==> config.mk <==
export PLATFORM = sky130hd
export DESIGN_NAME = lbs_ctrl
export DESIGN_NICKNAME = d
export VERILOG_FILES = /design/src/hdl/lbs_pkg.sv /design/src/hdl/lbs_ctrl.sv
export SDC_FILE = /design/constraint.sdc
export NUM_CORES = 1
export LEC_CHECK = 0
export BUFFER_PORTS_ARGS = -buffer_cell sky130_fd_sc_hd__buf_2
export CORE_ASPECT_RATIO = 0.8
export CORE_MARGIN = 10
export CORE_UTILIZATION = 50
export CTS_BUF_LIST = sky130_fd_sc_hd__clkbuf_4
export DETAILED_ROUTE_END_ITERATION = 8
export PLACE_DENSITY = 0.89
export RECOVER_POWER = 50
export SLEW_MARGIN = 10
export SYNTH_ARGS = -nofsm -noshare
export SYNTH_HDL_FRONTEND = slang
export SYNTH_SLANG_ARGS = --single-unit
==> constraint.sdc <==
create_clock -name clk -period 10.3 [get_ports clk]
set_input_delay 2.575 -clock clk [delete_from_list [all_inputs] [get_ports clk]]
set_output_delay 2.575 -clock clk [all_outputs]
set_load 0.03 [all_outputs]
==> src/hdl/lbs_pkg.sv <==
package lbs_pkg;
  localparam int MAX_BONES_DEF = 256;
  localparam int FRAC_BITS_DEF = 16;
  localparam int ELEMS_PER_BONE = 12;
  localparam int WEIGHT_FRAC = 15;
  localparam logic ACT_LOAD = 1'b0;
  localparam logic ACT_SKIN = 1'b1;

  // Commands from the controller to the datapath.
  typedef struct packed {
    logic start;   // latch the vertex word
    logic rd;      // issue a palette read for current lane and element
    logic mac_blend;
    logic clr_blend;
    logic mac_pos;
    logic clr_pos;
    logic store_blend;
    logic store_out;
    logic load_out;  // move the finished rows into the output register
  } lbs_cmd_t;

  function automatic logic signed [31:0] sat32(input logic signed [63:0] v);
    logic signed [63:0] mx;
    logic signed [63:0] mn;
    mx = 64'sd2147483647;
    mn = -64'sd2147483648;
    if (v > mx) return 32'sh7fffffff;
    if (v < mn) return 32'sh80000000;
    return v[31:0];
  endfunction
endpackage

==> src/hdl/lbs_ctrl.sv <==
module lbs_ctrl #(
  parameter int MAX_BONES = lbs_pkg::MAX_BONES_DEF
) (
  input  logic              clk,
  input  logic              rst_n,
  input  logic              in_valid,
  output logic              in_stall,
  input  logic              in_action,
  input  logic [63:0]       in_infl_idx,
  input  logic              in_last_vertex,
  input  logic [8:0]        bone_count,
  output logic              out_valid,
  input  logic              out_stall,
  output logic              out_written,
  output logic              out_index_fault,
  output logic              load_we,
  output lbs_pkg::lbs_cmd_t cmd,
  output logic [1:0]        lane,
  output logic [3:0]        elem,
  output logic [1:0]        col
);
  typedef enum logic [2:0] {S_IDLE, S_BLEND, S_BSTORE, S_POS, S_PSTORE, S_OUT} state_t;
  state_t state_r, state_nxt;
  logic [1:0] lane_r, lane_nxt, col_r, col_nxt;
  logic [3:0] elem_r, elem_nxt;
  logic aborted_r, aborted_nxt, last_r, last_nxt;
  logic ov_r, ov_nxt, wr_r, wr_nxt, flt_r, flt_nxt;
  logic rdv_r, rdv_nxt;
  logic acc, fault;
  logic [12:0] limit;

  assign limit = (13'(bone_count) > 13'(MAX_BONES)) ? 13'(MAX_BONES) : 13'(bone_count);
  always_comb begin
    fault = 1'b0;
    for (int k = 0; k < 4; k++)
      if (17'(in_infl_idx[16*k +: 16]) >= 17'(limit)) fault = 1'b1;
  end

  // A load moves at once. A vertex that answers at once needs the output
  // slot free; a vertex to be skinned may start while a result still waits.
  assign in_stall = (state_r != S_IDLE) ||
                    (in_action == lbs_pkg::ACT_SKIN && ov_r && (aborted_r || fault));
  assign acc = in_valid && !in_stall;
  assign load_we = acc && in_action == lbs_pkg::ACT_LOAD;

  always_comb begin
    state_nxt = state_r; lane_nxt = lane_r; elem_nxt = elem_r; col_nxt = col_r;
    aborted_nxt = aborted_r; last_nxt = last_r; ov_nxt = ov_r; wr_nxt = wr_r;
    flt_nxt = flt_r; rdv_nxt = 1'b0;
    cmd = '0;
    if (ov_r && !out_stall) ov_nxt = 1'b0;
    case (state_r)
      S_IDLE: begin
        if (acc && in_action == lbs_pkg::ACT_SKIN) begin
          if (aborted_r || fault) begin
            ov_nxt = 1'b1; wr_nxt = 1'b0; flt_nxt = !aborted_r;
            aborted_nxt = in_last_vertex ? 1'b0 : 1'b1;
          end else begin
            cmd.start = 1'b1; last_nxt = in_last_vertex;
            lane_nxt = '0; elem_nxt = '0; cmd.clr_blend = 1'b1;
            state_nxt = S_BLEND;
          end
        end
      end
      S_BLEND: begin
        // Accumulation runs in the cycle after each read issue. The lane wraps
        // to zero after the fourth read, so lane zero with data pending is
        // the last accumulate.
        if (rdv_r) cmd.mac_blend = 1'b1;
        if (rdv_r && lane_r == 2'd0) state_nxt = S_BSTORE;
        else begin
          cmd.rd = 1'b1; rdv_nxt = 1'b1; lane_nxt = lane_r + 2'd1;
        end
      end
      S_BSTORE: begin
        cmd.store_blend = 1'b1;
        state_nxt = S_BLEND; lane_nxt = '0;
        if (elem_r == 4'd11) begin
          elem_nxt = '0; col_nxt = '0; state_nxt = S_POS;
        end else elem_nxt = elem_r + 4'd1;
      end
      S_POS: begin
        cmd.mac_pos = 1'b1;
        if (col_r == 2'd3) state_nxt = S_PSTORE;
        else col_nxt = col_r + 2'd1;
      end
      S_PSTORE: begin
        cmd.store_out = 1'b1; col_nxt = '0;
        if (elem_r == 4'd2) state_nxt = S_OUT;
        else begin elem_nxt = elem_r + 4'd1; state_nxt = S_POS; end
      end
      S_OUT: begin
        // Wait here while the previous result is still held.
        if (!ov_r || !out_stall) begin
          cmd.load_out = 1'b1;
          ov_nxt = 1'b1; wr_nxt = 1'b1; flt_nxt = 1'b0;
          if (last_r) aborted_nxt = 1'b0;
          state_nxt = S_IDLE;
        end
      end
      default: state_nxt = S_IDLE;
    endcase
    if (state_r == S_BSTORE || state_r == S_PSTORE) cmd.clr_blend = 1'b1;
  end

  always_ff @(posedge clk) begin
    if (!rst_n) begin
      state_r <= S_IDLE; aborted_r <= 1'b0; ov_r <= 1'b0; rdv_r <= 1'b0;
      lane_r <= '0; elem_r <= '0; col_r <= '0; last_r <= 1'b0;
      wr_r <= 1'b0; flt_r <= 1'b0;
    end else begin
      state_r <= state_nxt; aborted_r <= aborted_nxt; ov_r <= ov_nxt;
      rdv_r <= rdv_nxt; lane_r <= lane_nxt; elem_r <= elem_nxt; col_r <= col_nxt;
      last_r <= last_nxt; wr_r <= wr_nxt; flt_r <= flt_nxt;
    end
  end

  assign lane = lane_r;
  assign elem = elem_r;
  assign col = col_r;
  assign out_valid = ov_r;
  assign out_written = wr_r;
  assign out_index_fault = flt_r;
endmodule

==> metrics.yaml, run 1 <==
status:
  status: "complete, no violations"
timing:
  post-route-min-period_ns: 8.16
  relSlewSlack_pct: 55.7
  layout_setup_ws_ns: 2.14
  fin_crit_sh_pct: 79.3
  slew_violations: 0
  worst_pin_slew_ns: 0.664
  finClkSkew_ns: 0.00297
  fmax_ghz: 0.122
  rsz0062_at_grt: "false"
  setup-violations-final: 0
  tns_ns: 0
  hold_viol: 0
  hold_ws_ns: 0.475
setup_path:
  r2r_end: "aborted_r"
  ff2ff_setup_slack_ns: 8.20
  start_kind: "primary input"
  r2r-start: "aborted_r"
  cp_data_required_time_ns: 7.73
  crit_fanout: 11
  crit_type: "primary input to output port"
  worst_r2r_path_depth: 6
  end_kind: "output port"
  arrival_ns: 5.59
finish:
  nNetsFinal: 457
  final_cell_mix: "84 x buf_2, 40 x ha_1, 36 x nand2_1, 19 x a21oi_1, 17 x dfxtp_1"
  mostFrequentLayoutCell: "buf_2"
  fillers: 324
  synthToLayoutAreaGrowth_pct: 29.4
  antennaDiodeCount: 0
  drive_gt1_share_pct: 27.3
die:
  die-area_um2: 6490
  die_x_um: 87.6
  placementRows: 19
  num_io_pins: 101
  core_um2: 3470
  start_util_pct: 52.7
  die_y_um: 74.1
placement:
  dp_hpwl_um: 5110
  pre_cts_slack_ns: 2.14
  port_buffers: 99
  gp_congestion: 0.874
clocking:
  hold_buffers: 0
  cts_tree: "yes"
  insertion_delay_ns: 0.29
  clk_pin_slew_worst_paths_ns: 0.10
  cts-buffers-inserted: 3
  cts_resized: 0
  htreeDepth: 1
  post_cts_buffers: 0
  clock-sinks: 17
  root_buffer: "clkbuf_4"
  ctsLongestPathBuffers: 2
power:
  ir_drop_mv: 0.0417
  total_power_mw: 0.158
  p_leak_nw: 1.21
  powerDensity_nw_per_um2: 66.8
hold_path:
  hold_path.class: "flip-flop to flip-flop"
  worstHoldPathCells: 2
  holdCritStartpoint: "col[1]"
  holdPathEnd: "col[1]"
route:
  wl_per_cell_um: 15.1
  drtAntennaViolNets: 0
  viasPerCell: 5.49
  first_pass_iters: 5
  drc: 0
  drt-initial-drc-count: 126
  drt_wl_total_um: 5730
  vias: 2080
grt:
  grt_max_degree: 17
  grtUsageTotal_pct: 17.0
  antenna_found_initial: 0
  grt_pass1_wl_um: 9120
  grt_pass1_vias: 2061
  grt-ovfl-total: 0
yosys:
  synthArstFlopShare_pct: 0
  synth_area_um2: 1830
  netlist.area_leader.share_pct: 27.4
  synth_ff_type: "dfxtp_1"
  yosysTopAreaCell: "ha_1"
  synth_edf_count: 0
  synthesis.nets: 358
  ys_seq_area_share_pct: 18.6
  yosys_register_bits: 17
  yosys_warnings: 0
  synth_cell_types: 40
  netlist_instances: 239
  syn_area_per_cell_um2: 7.65
  synthTopCellsByArea: "ha_1 27%, dfxtp_1 19%, nand2_1 7.4%"
flow_run:
  cap_violations: 0
-- worst max-delay path, stage by stage --
cell and delay, ns:
buf_2 0.09, clkinv_1 0.27, ha_1 0.29, or4_1 0.53
a2111oi_2 0.29, nand3_1 0.12, or3_1 0.43, nor4_4 0.42
nand4_1 0.25, nand3_1 0.12, buf_2 0.21
-- area by class of cell --
type | count | area (um^2) | area share [%]
clock buffers | 4 | 30.0 | 1.27
inverters | 16 | 60.1 | 2.54
multi-input cells | 201 | 1410 | 59.4
flip-flops and latches | 17 | 340 | 14.4
well taps | 42 | 52.6 | 2.22
repair buffers | 99 | 477 | 20.2
-- report_power, final --
part	internal [mW]	total, mW	switching (mW)
Sequential	0.0665	0.0674	0.000865
Combinational	0.0250	0.0518	0.0268
Clock	0.0177	0.0389	0.0211
-- how the worst max path moves through the flow --
| stage | from | end | slack [ns] | cells past startpoint |
|---|---|---|---|---|
| finish | bone_count[8] | cmd[5] | 2.14 | 11 |
| global route | bone_count[8] | cmd[5] | 1.98 | 11 |
| CTS | bone_count[8] | cmd[5] | 2.14 | 11 |
| detailed placement | bone_count[8] | cmd[5] | 2.14 | 11 |
| global placement | bone_count[8] | cmd[5] | 2.24 | 11 |
| floorplan | bone_count[8] | cmd[5] | 2.58 | 9 |
-- layer usage --
layer  track usage [%]  part of all wire [%]  up-vias  routed length, um
li1                  -                     -     1080                  -
met1              19.5                    39      899               2250
met2              29.5                    49       88               2830
met3              5.79                   9.5       13                544
met4              4.77                   1.7        0                100
met5                 0                     0        -                  0
-- kinds of logic after synthesis --
group                      Yosys count  synth area share, %
other                                1                0.205
DFF                                 17                 18.6
buffers and inverters               21                 4.52
and+or+nand+nor                    102                 28.1
adders and majority gates           40                 27.4
AOI/OAI and AO/OA                   51                 17.2
muxes                                7                 3.97
-- synthesized netlist by cell type, types with 3 or more instances --
cell      count
a21oi_1      19
mux2i_1       5
nand4_1       4
inv_1        15
dfxtp_1      17
nor4_1        4
a31oi_1       4
or4_1         4
nor3_1        7
or3_1         4
nor2_1       16
nand3_1      14
ha_1         40
o21ai_0      12
nor3b_1       3
clkbuf_1      3
nand2b_1      3
nand2_1      36
-- per-stage QoR --
stage | util (%) | std cells | area, um^2
3_5_place_dp | 67.8 | 375 | 2350
4_1_cts | 68.7 | 379 | 2380
2_1_floorplan | - | 239 | 1830
3_3_place_gp | 67.8 | 375 | 2350
5_1_grt | 68.1 | 379 | 2360
6_report | 68.1 | 379 | 2360
-- flip-flops by register name (all words and copies together), names as in the netlist --
register and count:
aborted_r 1, col 2, elem 4, lane 2
last_r 1, out_index_fault 1, out_valid 1, out_written 1
rdv_r 1, state_r 3
(Power assumes the default switching activity.)
==> run 2, diff against run 1 <==
CORE_UTILIZATION = 42   (was 50)
PLACE_DENSITY = 0.79   (was 0.89)
clock period = 6.8 ns   (was 10.3 ns; I/O delays follow)
==> run 2 against run 1 <==
Sequential power is 51% higher. Worst hold slack better by 0.0059 ns. Global-route usage is 1.7 points lower. Count of clock-buffer cells in the layout stayed put. Total power is 51% higher. Wire length is 3.7% higher. Worst setup slack worse by 1.5 ns. First-iteration DRC count is 18% lower. Via count is 2.4% lower. Register-to-register slack worse by 3.5 ns. Sequential cell count stayed put. Critical path depth stayed put.
==> metrics.yaml, run 2 (synthesis results as in run 1) <==
status:
  status: "complete, no violations"
timing:
  fin_crit_sh_pct: 91.1
  worst_pin_slew_ns: 0.637  # -0.0267 ns
  hold_viol: 0  # unchanged
  layout_setup_ws_ns: 0.606  # -1.53 ns
  tns_ns: 0  # unchanged
  post-route-min-period_ns: 6.19
  rsz0062_at_grt: "false"
  hold_ws_ns: 0.481  # +0.00591 ns
  finClkSkew_ns: 0.00490  # +0.00193 ns
  relSlewSlack_pct: 57.5  # +1.8 points
  slew_violations: 0  # unchanged
  fmax_ghz: 0.161
  setup-violations-final: 0  # unchanged
finish:
  antennaDiodeCount: 0  # unchanged
  final_cell_mix: "84 x buf_2, 40 x ha_1, 36 x nand2_1, 19 x a21oi_1, 17 x dfxtp_1"
  synthToLayoutAreaGrowth_pct: 30.8
  largest_reg_flops: 4  # unchanged
  fillers: 435  # +34%
  drive_gt1_share_pct: 27.5  # +0.22 points
  mostFrequentLayoutCell: "buf_2"
  nNetsFinal: 458  # +0.22%
  final_core_util_pct: 56.9  # -11 points
clocking:
  root_buffer: "clkbuf_4"
  ctsLongestPathBuffers: 2  # unchanged
  cts_tree: "yes"
  post_cts_buffers: 0  # unchanged
  hold_buffers: 0  # unchanged
  clk_pin_slew_worst_paths_ns: 0.09  # about the same
  insertion_delay_ns: 0.29  # about the same
  cts-buffers-inserted: 3  # unchanged
  cts_resized: 0  # unchanged
  htreeDepth: 1  # unchanged
  clock-sinks: 17  # unchanged
grt:
  antenna_found_initial: 0  # unchanged
  grt_max_degree: 17  # unchanged
  grt_pass1_vias: 2035  # -1.3%
  grt_pass1_wl_um: 9440  # +3.5%
  grtUsageTotal_pct: 15.3  # -1.7 points
  grt-ovfl-total: 0  # unchanged
route:
  drtAntennaViolNets: 0  # unchanged
  wl_per_cell_um: 15.0  # -0.51%
  drt_wl_total_um: 5940  # +3.7%
  drt-initial-drc-count: 103  # -18%
  viasPerCell: 5.14  # -6.4%
  vias: 2030  # -2.4%
  first_pass_iters: 4  # -1
  drc: 0  # unchanged
die:
  num_io_pins: 101  # unchanged
  start_util_pct: 43.5  # -9.2 points
  die-area_um2: 7410  # +14%
  placementRows: 21  # +2
  core_um2: 4200  # +21%
  die_y_um: 79.0  # +6.6%
  die_x_um: 93.8  # +7.0%
setup_path:
  crit_fanout: 6  # -5
  end_kind: "output port"
  cp_data_required_time_ns: 5.10  # -2.63 ns
  arrival_ns: 4.49  # -1.10 ns
  start_kind: "primary input"
  crit_type: "primary input to output port"
placement:
  port_buffers: 99  # unchanged
  pre_cts_slack_ns: 0.589  # -1.55 ns
  gp_congestion: 0.886  # +1.4%
  dp_hpwl_um: 5280  # +3.2%
power:
  powerDensity_nw_per_um2: 99.6  # +49%
  ir_drop_mv: 0.0494  # +18%
  p_leak_nw: 1.22  # +0.40%
flow_run:
  cap_violations: 0  # unchanged
hold_path:
  hold_path.class: "flip-flop to flip-flop"
run 2: path summary, 6_finish.rpt:
kind,from,to,slack [ns],cells after the start
worst max-delay path,bone_count[8],cmd[5],0.61,11
worst min register to register,col[1],col[1],0.48,2
worst max register to register,aborted_r,out_index_fault,4.73,6
worst min-delay path,col[1],col[1],0.48,2
run 2: through the flow:
stage | power, mW | instances | area, um^2
detailed placement | 0.184 | 391 | 2380
floorplan | 0.147 | 239 | 1830
CTS | 0.241 | 395 | 2410
global placement | 0.181 | 391 | 2380
global route | 0.259 | 395 | 2390
finish | 0.238 | 395 | 2390
run 2: worst max-delay path, stage by stage:
cell	delay, ns
buf_2	0.09
clkinv_1	0.16
ha_1	0.23
or4_1	0.54
a2111oi_2	0.29
nand3_1	0.11
or3_1	0.42
nor4_4	0.41
nand4_1	0.23
nand3_1	0.12
buf_2	0.20
run 2: area by class of cell:
class | count | area, um^2 | share of cell area, %
clock buffer | 4 | 30.0 | 1.26
inverter | 16 | 60.1 | 2.51
tap | 57 | 71.3 | 2.98
timing repair buffer | 100 | 484 | 20.3
multi-input combinational | 201 | 1410 | 58.8
sequential | 17 | 340 | 14.2
run 2: per-layer routing:
layer	global-route usage [%]	share of wire, %
met4	2.42	0.71
met5	0	0
met2	27.2	50
met1	18.3	44
met3	3.85	5.7
run 2: power by group:
| part | leakage [nW] | switching (mW) | internal, mW |
|---|---|---|---|
| clock network | 0.0184 | 0.0302 | 0.0268 |
| registers | 0.137 | 0.00112 | 0.101 |
| logic | 1.06 | 0.0410 | 0.0383 |
